`src/hw/rtl/qrm_pkg.sv`:
```
// Shared types and constants for the quaternion to rotation matrix block.
// No dependencies; used by qrm_div and quaternion_to_rotation_matrix.
package qrm_pkg;

  localparam int IN_W   = 16;
  localparam int FRAC   = 14;
  localparam int OUT_W  = FRAC + 2;
  localparam int PROD_W = 2 * IN_W;
  localparam int MAG_W  = 2 * IN_W + 1;
  localparam int NUM_W  = 2 * IN_W + 2;
  localparam int NUM_ENTRIES = 9;

  localparam logic signed [OUT_W-1:0] ONE_FIXED = OUT_W'(1) << FRAC;

  typedef struct packed {
    logic signed [IN_W-1:0] quat_x;
    logic signed [IN_W-1:0] quat_y;
    logic signed [IN_W-1:0] quat_z;
    logic signed [IN_W-1:0] quat_w;
  } quat_t;

  typedef struct packed {
    logic signed [OUT_W-1:0] m00;
    logic signed [OUT_W-1:0] m01;
    logic signed [OUT_W-1:0] m02;
    logic signed [OUT_W-1:0] m10;
    logic signed [OUT_W-1:0] m11;
    logic signed [OUT_W-1:0] m12;
    logic signed [OUT_W-1:0] m20;
    logic signed [OUT_W-1:0] m21;
    logic signed [OUT_W-1:0] m22;
    logic                    degenerate;
  } rot_t;

endpackage

```
`src/hw/rtl/qrm_div.sv`:
```
// Pipelined restoring divider for one matrix entry: |num| / den in Q1.FRAC,
// rounded to nearest with ties away from zero. Depends on qrm_pkg.
module qrm_div (
  input  logic                             clk,
  input  logic                             en,
  input  logic [qrm_pkg::MAG_W-1:0]        num_mag,
  input  logic                             num_neg,
  input  logic [qrm_pkg::MAG_W-1:0]        den,
  output logic signed [qrm_pkg::OUT_W-1:0] quo
);
  import qrm_pkg::*;

  localparam int STEPS = FRAC + 1;
  localparam int QW    = FRAC + 2;
  localparam int REM_W = MAG_W + 1;

  logic [REM_W-1:0] rem_r [0:STEPS];
  logic [MAG_W-1:0] den_r [0:STEPS];
  logic [QW-1:0]    q_r   [0:STEPS];
  logic             neg_r [0:STEPS];
  logic signed [OUT_W-1:0] quo_r;

  // Integer bit: the numerator never exceeds the norm, so one subtract suffices.
  always_ff @(posedge clk) begin
    if (en) begin
      if (num_mag >= den) begin
        rem_r[0] <= {1'b0, num_mag - den};
        q_r[0]   <= QW'(1);
      end else begin
        rem_r[0] <= {1'b0, num_mag};
        q_r[0]   <= '0;
      end
      den_r[0] <= den;
      neg_r[0] <= num_neg;
    end
  end

  for (genvar s = 1; s <= STEPS; s++) begin : g_step
    logic [REM_W-1:0] dbl;
    logic             ge;
    assign dbl = {rem_r[s-1][REM_W-2:0], 1'b0};
    assign ge  = dbl >= {1'b0, den_r[s-1]};
    always_ff @(posedge clk) begin
      if (en) begin
        rem_r[s] <= ge ? dbl - {1'b0, den_r[s-1]} : dbl;
        q_r[s]   <= {q_r[s-1][QW-2:0], ge};
        den_r[s] <= den_r[s-1];
        neg_r[s] <= neg_r[s-1];
      end
    end
  end

  logic [QW:0]      rnd_sum;
  logic [QW-1:0]    mag;
  logic [OUT_W-1:0] mag_sat;

  assign rnd_sum = {1'b0, q_r[STEPS]} + (QW+1)'(1);
  assign mag     = rnd_sum[QW:1];
  assign mag_sat = (mag > QW'(ONE_FIXED)) ? ONE_FIXED : OUT_W'(mag);

  always_ff @(posedge clk) begin
    if (en) begin
      quo_r <= neg_r[STEPS] ? -mag_sat : mag_sat;
    end
  end

  assign quo = quo_r;

endmodule
```
`config.mk`:
```
export PLATFORM = sky130hd
export DESIGN_NAME = qrm_div
export DESIGN_NICKNAME = d
export VERILOG_FILES = /design/src/hw/rtl/qrm_pkg.sv /design/src/hw/rtl/qrm_div.sv
export SDC_FILE = /design/constraint.sdc
export NUM_CORES = 2
export LEC_CHECK = 0
export BUFFER_PORTS_ARGS = -buffer_cell sky130_fd_sc_hd__buf_2
export CORE_MARGIN = 10
export CORE_UTILIZATION = 45
export CTS_BUF_LIST = sky130_fd_sc_hd__clkbuf_8
export DETAILED_ROUTE_END_ITERATION = 10
export GPL_ROUTABILITY_DRIVEN = 0
export PLACE_DENSITY = 0.67
export REMOVE_ABC_BUFFERS = 1
export SYNTH_ARGS = -nofsm -noshare
export SYNTH_HDL_FRONTEND = slang
export SYNTH_SLANG_ARGS = --single-unit
```
`constraint.sdc`:
```
create_clock -name clk -period 6.5 [get_ports clk]
set_clock_uncertainty 0.15 [all_clocks]
set_input_delay 0.325 -clock clk [delete_from_list [all_inputs] [get_ports clk]]
set_output_delay 0.325 -clock clk [all_outputs]
set_load 0.005 [all_outputs]
```
==> results.txt <==
- Status: finished clean
- Depth of the worst hold-timing path: 3
* Top-level I/O count: 85
* Dominant synthesized flop cell: sky130_fd_sc_hd__edfxtp_1
- Post-route clock period utilization: 0.742
- Share of synthesized area occupied by flip-flops and latches: 0.504
* Detailed placement HPWL: 108,000 um
* Setup repair after global routing missed its margin: false
- Row generation in the floorplan step produced 143 rows.
* Actual slew at the worst max-slew pin: 1180 ps
- Post-CTS timing repair inserted 0 buffers for setup.
- Depth of the CTS H-tree: 4
* Beginning of the critical path: q_r[1][112]$_DFFE_PP_
- In the global route stage, overall resource usage came out at 0.167.
* Growth of design area from synthesis to finish: 10.5%
* Seq. cell area: 0.0348 mm^2
* Share of the synthesized area in the top cell type: 0.504
- After the first detailed-routing iteration, the DRC count stood at 3,229.
- Initial Utilization: 0.454
- Clk Tree Root Cell: sky130_fd_sc_hd__clkbuf_8
* Reg-to-reg critical path endpoint: quo[12]$_DFFE_PP_
- Of all cell types, the one taking the most synthesized area is sky130_fd_sc_hd__edfxtp_1.
- Summed instance area of the synthesized netlist: 0.0690 mm^2
- Utilization of the core after routing: 0.501
- Clock-pin slew of the registers on the worst-case setup and hold paths: 60 ps
* Worst Reg2Reg Path Length in Cells: 17
- Gate Count Post-Synth: 6,324
- Core footprint: 0.152 mm^2
- In the final routed layout, each cell accounts on average for 16.5 um.
- After routing, the total negative slack on setup checks comes to 0 ps.
* Final hold slack: 146 ps
- For this run, the detailed router's first-pass iteration total came to 6.
- The die is 412 um wide.
* Nets@finish: 7,221
- Initial antenna violation count: 1
- The via count of the first global-routing pass is 49,279.
- TritonCTS built the clock tree.
- Data on the critical path is required at its endpoint by 6980 ps.
- In the post-synthesis netlist, the biggest area contributors are sky130_fd_sc_hd__edfxtp_1 50%, sky130_fd_sc_hd__ha_1 9.6%, sky130_fd_sc_hd__inv_1 3.7%, sky130_fd_sc_hd__a21oi_1 3.7%, sky130_fd_sc_hd__mux2_2 3.2%.
- Max Slew Vio Count: 0
- Maximum count of clock buffers along a single path: 3
* Count of nets left with antenna violations after detail routing: 0
- For this run, the number of Yosys warnings is 0.
* Async SR Flop Fraction: 0
- Counting both buffers and inverters, the worst setup path holds a total of 1.
- The critical path in this run is classified as reg2reg.
- The commonest cells after synthesis are 1,158 x sky130_fd_sc_hd__edfxtp_1, 678 x sky130_fd_sc_hd__inv_1, 529 x sky130_fd_sc_hd__ha_1.
- The routed layout has 47,942 vias.
- The first global-routing pass estimated 236,000 um of wire.
- The analysis attributes to cell leakage a power of 31.3 nW.
- Kind of cell with the highest combined delay on the critical path: simple AND/OR/NAND/NOR gates
- After detailed routing, the total wire length is 145,000 um.
- Hold Path Origin: num_mag[8]
- Min Clock Period, post-route: 4820 ps
- Of all nets on the critical path, the largest fanout is 16.
- The largest single stage delay on the critical path is 820 ps.
- In this design, the critical path's most frequently occurring cell is sky130_fd_sc_hd__nand2_1.
- Max cap viols: 0
* Critical-path cell with the highest stage delay: sky130_fd_sc_hd__o21ai_1
- Number of hold violations in the final report: 0
- Post-synth EDFFs: 1,158
- The most common cell in the synthesized netlist is sky130_fd_sc_hd__edfxtp_1.
* Cts bufs inserted: 189
- Distinct cells, synth: 95
- Highest clock rate: 0.207 GHz
- Port Buf Inserts: 84
- Crit. End Element: register
- Across all register-to-register paths, the minimum setup slack is 1680 ps.
- Area of the die: 0.169 mm^2
- Endpoint with the worst hold slack: rem_r[0][8]$_DFFE_PP_
- The worst register-to-register path begins at q_r[1][112]$_DFFE_PP_.
- Clock tree synthesis found a total of 1,158 sinks.
- Power Dens Cells: 465 mW/mm^2
- Max transition margin: 0.213
- At the worst endpoint, the arrival time is 5310 ps.
* Chip height: 412 um
* Startpoint type of the worst setup path: register
* Number of setup violations in the final report: 0
- Counting the fill cells in the layout gives 13,303.
- Number of DRC violations after detailed routing: 0
* Vias per Instance: 5.46
- Share of cells above drive strength 1: 0.0906
- The later pin in the worst-skew pair is clocked with a latency of 920 ps.
- After synthesis the netlist holds a flip-flop and latch count of 1,158.
- Overflow left after global routing: 0
- The critical path goes through ha_1 -> nand4_1 -> nor2_1 -> nand2_1 -> xnor2_1 -> a211oi_1 -> and3_1 -> o21ai_1 -> inv_1 -> nand2_1 -> ha_1 -> nand2_1 -> nor2_1 -> nand3b_1 -> and3_1 -> o21bai_1 -> o21ai_0.
* Avg Inst Size Synth: 10.9 um^2
- Largest net degree at the start of global routing: 208
- IR analysis of the VDD net gives a maximum drop of 0.216 mV.
* HP Class: in2reg
- Footprint of the multi-input gates: 0.0311 mm^2
## flip-flops by register name, indices dropped and copies added (netlist names)
name,flops
rem_r,495
neg_r,16
quo,16
den_r,495
q_r,136
## power by group
group          switching, W  total [W]  internal, W
Sequential          0.00107     0.0123       0.0112
Combinational       0.00977     0.0173      0.00757
Clock               0.00290    0.00581      0.00291
Total                0.0137     0.0355       0.0217
## tightest hold or removal path, stage by stage
cell and delay (ps):
sky130_fd_sc_hd__dlygate4sd3_1 510, sky130_fd_sc_hd__buf_2 120, sky130_fd_sc_hd__mux2_2 140
## worst max-delay path by stage
| stage | endpoint | slack, ps | depth (start not counted) |
|---|---|---|---|
| 2_1_floorplan | rem_r[1][145]$_DFFE_PP_ | 1590 | 9 |
| 3_3_place_gp | quo[8]$_DFFE_PP_ | 1890 | 17 |
| 6_report | quo[12]$_DFFE_PP_ | 1680 | 17 |
| 4_1_cts | quo[12]$_DFFE_PP_ | 1750 | 17 |
| 5_1_grt | quo[12]$_DFFE_PP_ | 1240 | 17 |
| 3_5_place_dp | quo[12]$_DFFE_PP_ | 1780 | 17 |
## metrics by stage
step	setup WS, ps	total power (W)	instances	instance area (um^2)
2_1_floorplan	1590	0.0254	6193	68400
3_3_place_gp	1890	0.0290	8335	71600
3_5_place_dp	1780	0.0294	8335	71600
4_1_cts	1750	0.0355	8782	76200
5_1_grt	1240	0.0382	8784	76200
6_report	1680	0.0355	8784	76200
## layout by cell type, fill, tap and decap left out, drive strengths merged, types with 99 or more instances in the layout
cell type    instances
xor2               167
mux2               204
nand3              113
buf                112
o21ai              374
a21o               213
nand2              395
a21oi              510
clkbuf             189
ha                 529
nor2               428
inv                758
edfxtp            1158
xnor2              231
dlygate4sd3        112
o21a                99
## routing by layer
layer,GRT usage,up-vias,wire [um]
met5,0,-,0
met4,0.107,0,8770
met3,0.0260,488,5140
met2,0.319,1188,76300
met1,0.166,22368,54400
li1,-,23898,-
## timing repair
| item | in CTS | in global routing |
|---|---|---|
| endpoints found under the setup margin | 0 | 0 |
| resized for setup | 0 | 0 |
| endpoints found under the hold margin | 153 | 0 |
| hold buffers | 112 | 0 |
## cells by family (layout without fill, tap and decap cells)
family | count (synthesis) | after routing | share of synthesized area
xor gates and xnor gates | 398 | 398 | 0.0505
buffers and inverters | 811 | 1239 | 0.0462
adders and majority gates | 544 | 544 | 0.100
and+or+nand+nor | 1474 | 1474 | 0.102
AOI/OAI and AO/OA | 1719 | 1719 | 0.161
muxes | 220 | 220 | 0.0359
other | 0 | 2 | 0
DFF | 1158 | 1158 | 0.504
## cell type report
| class | count | area share |
|---|---|---|
| sequential | 1158 | 0.456 |
| multi-input combinational | 4355 | 0.408 |
| clock buffer | 189 | 0.0341 |
| inverter | 680 | 0.0335 |
| tap | 2030 | 0.0333 |
| timing repair buffer | 224 | 0.0238 |
| clock inverter | 146 | 0.0111 |
| antenna | 2 | 0.0000657 |
Note: power is estimated with default switching activity, not from simulation.
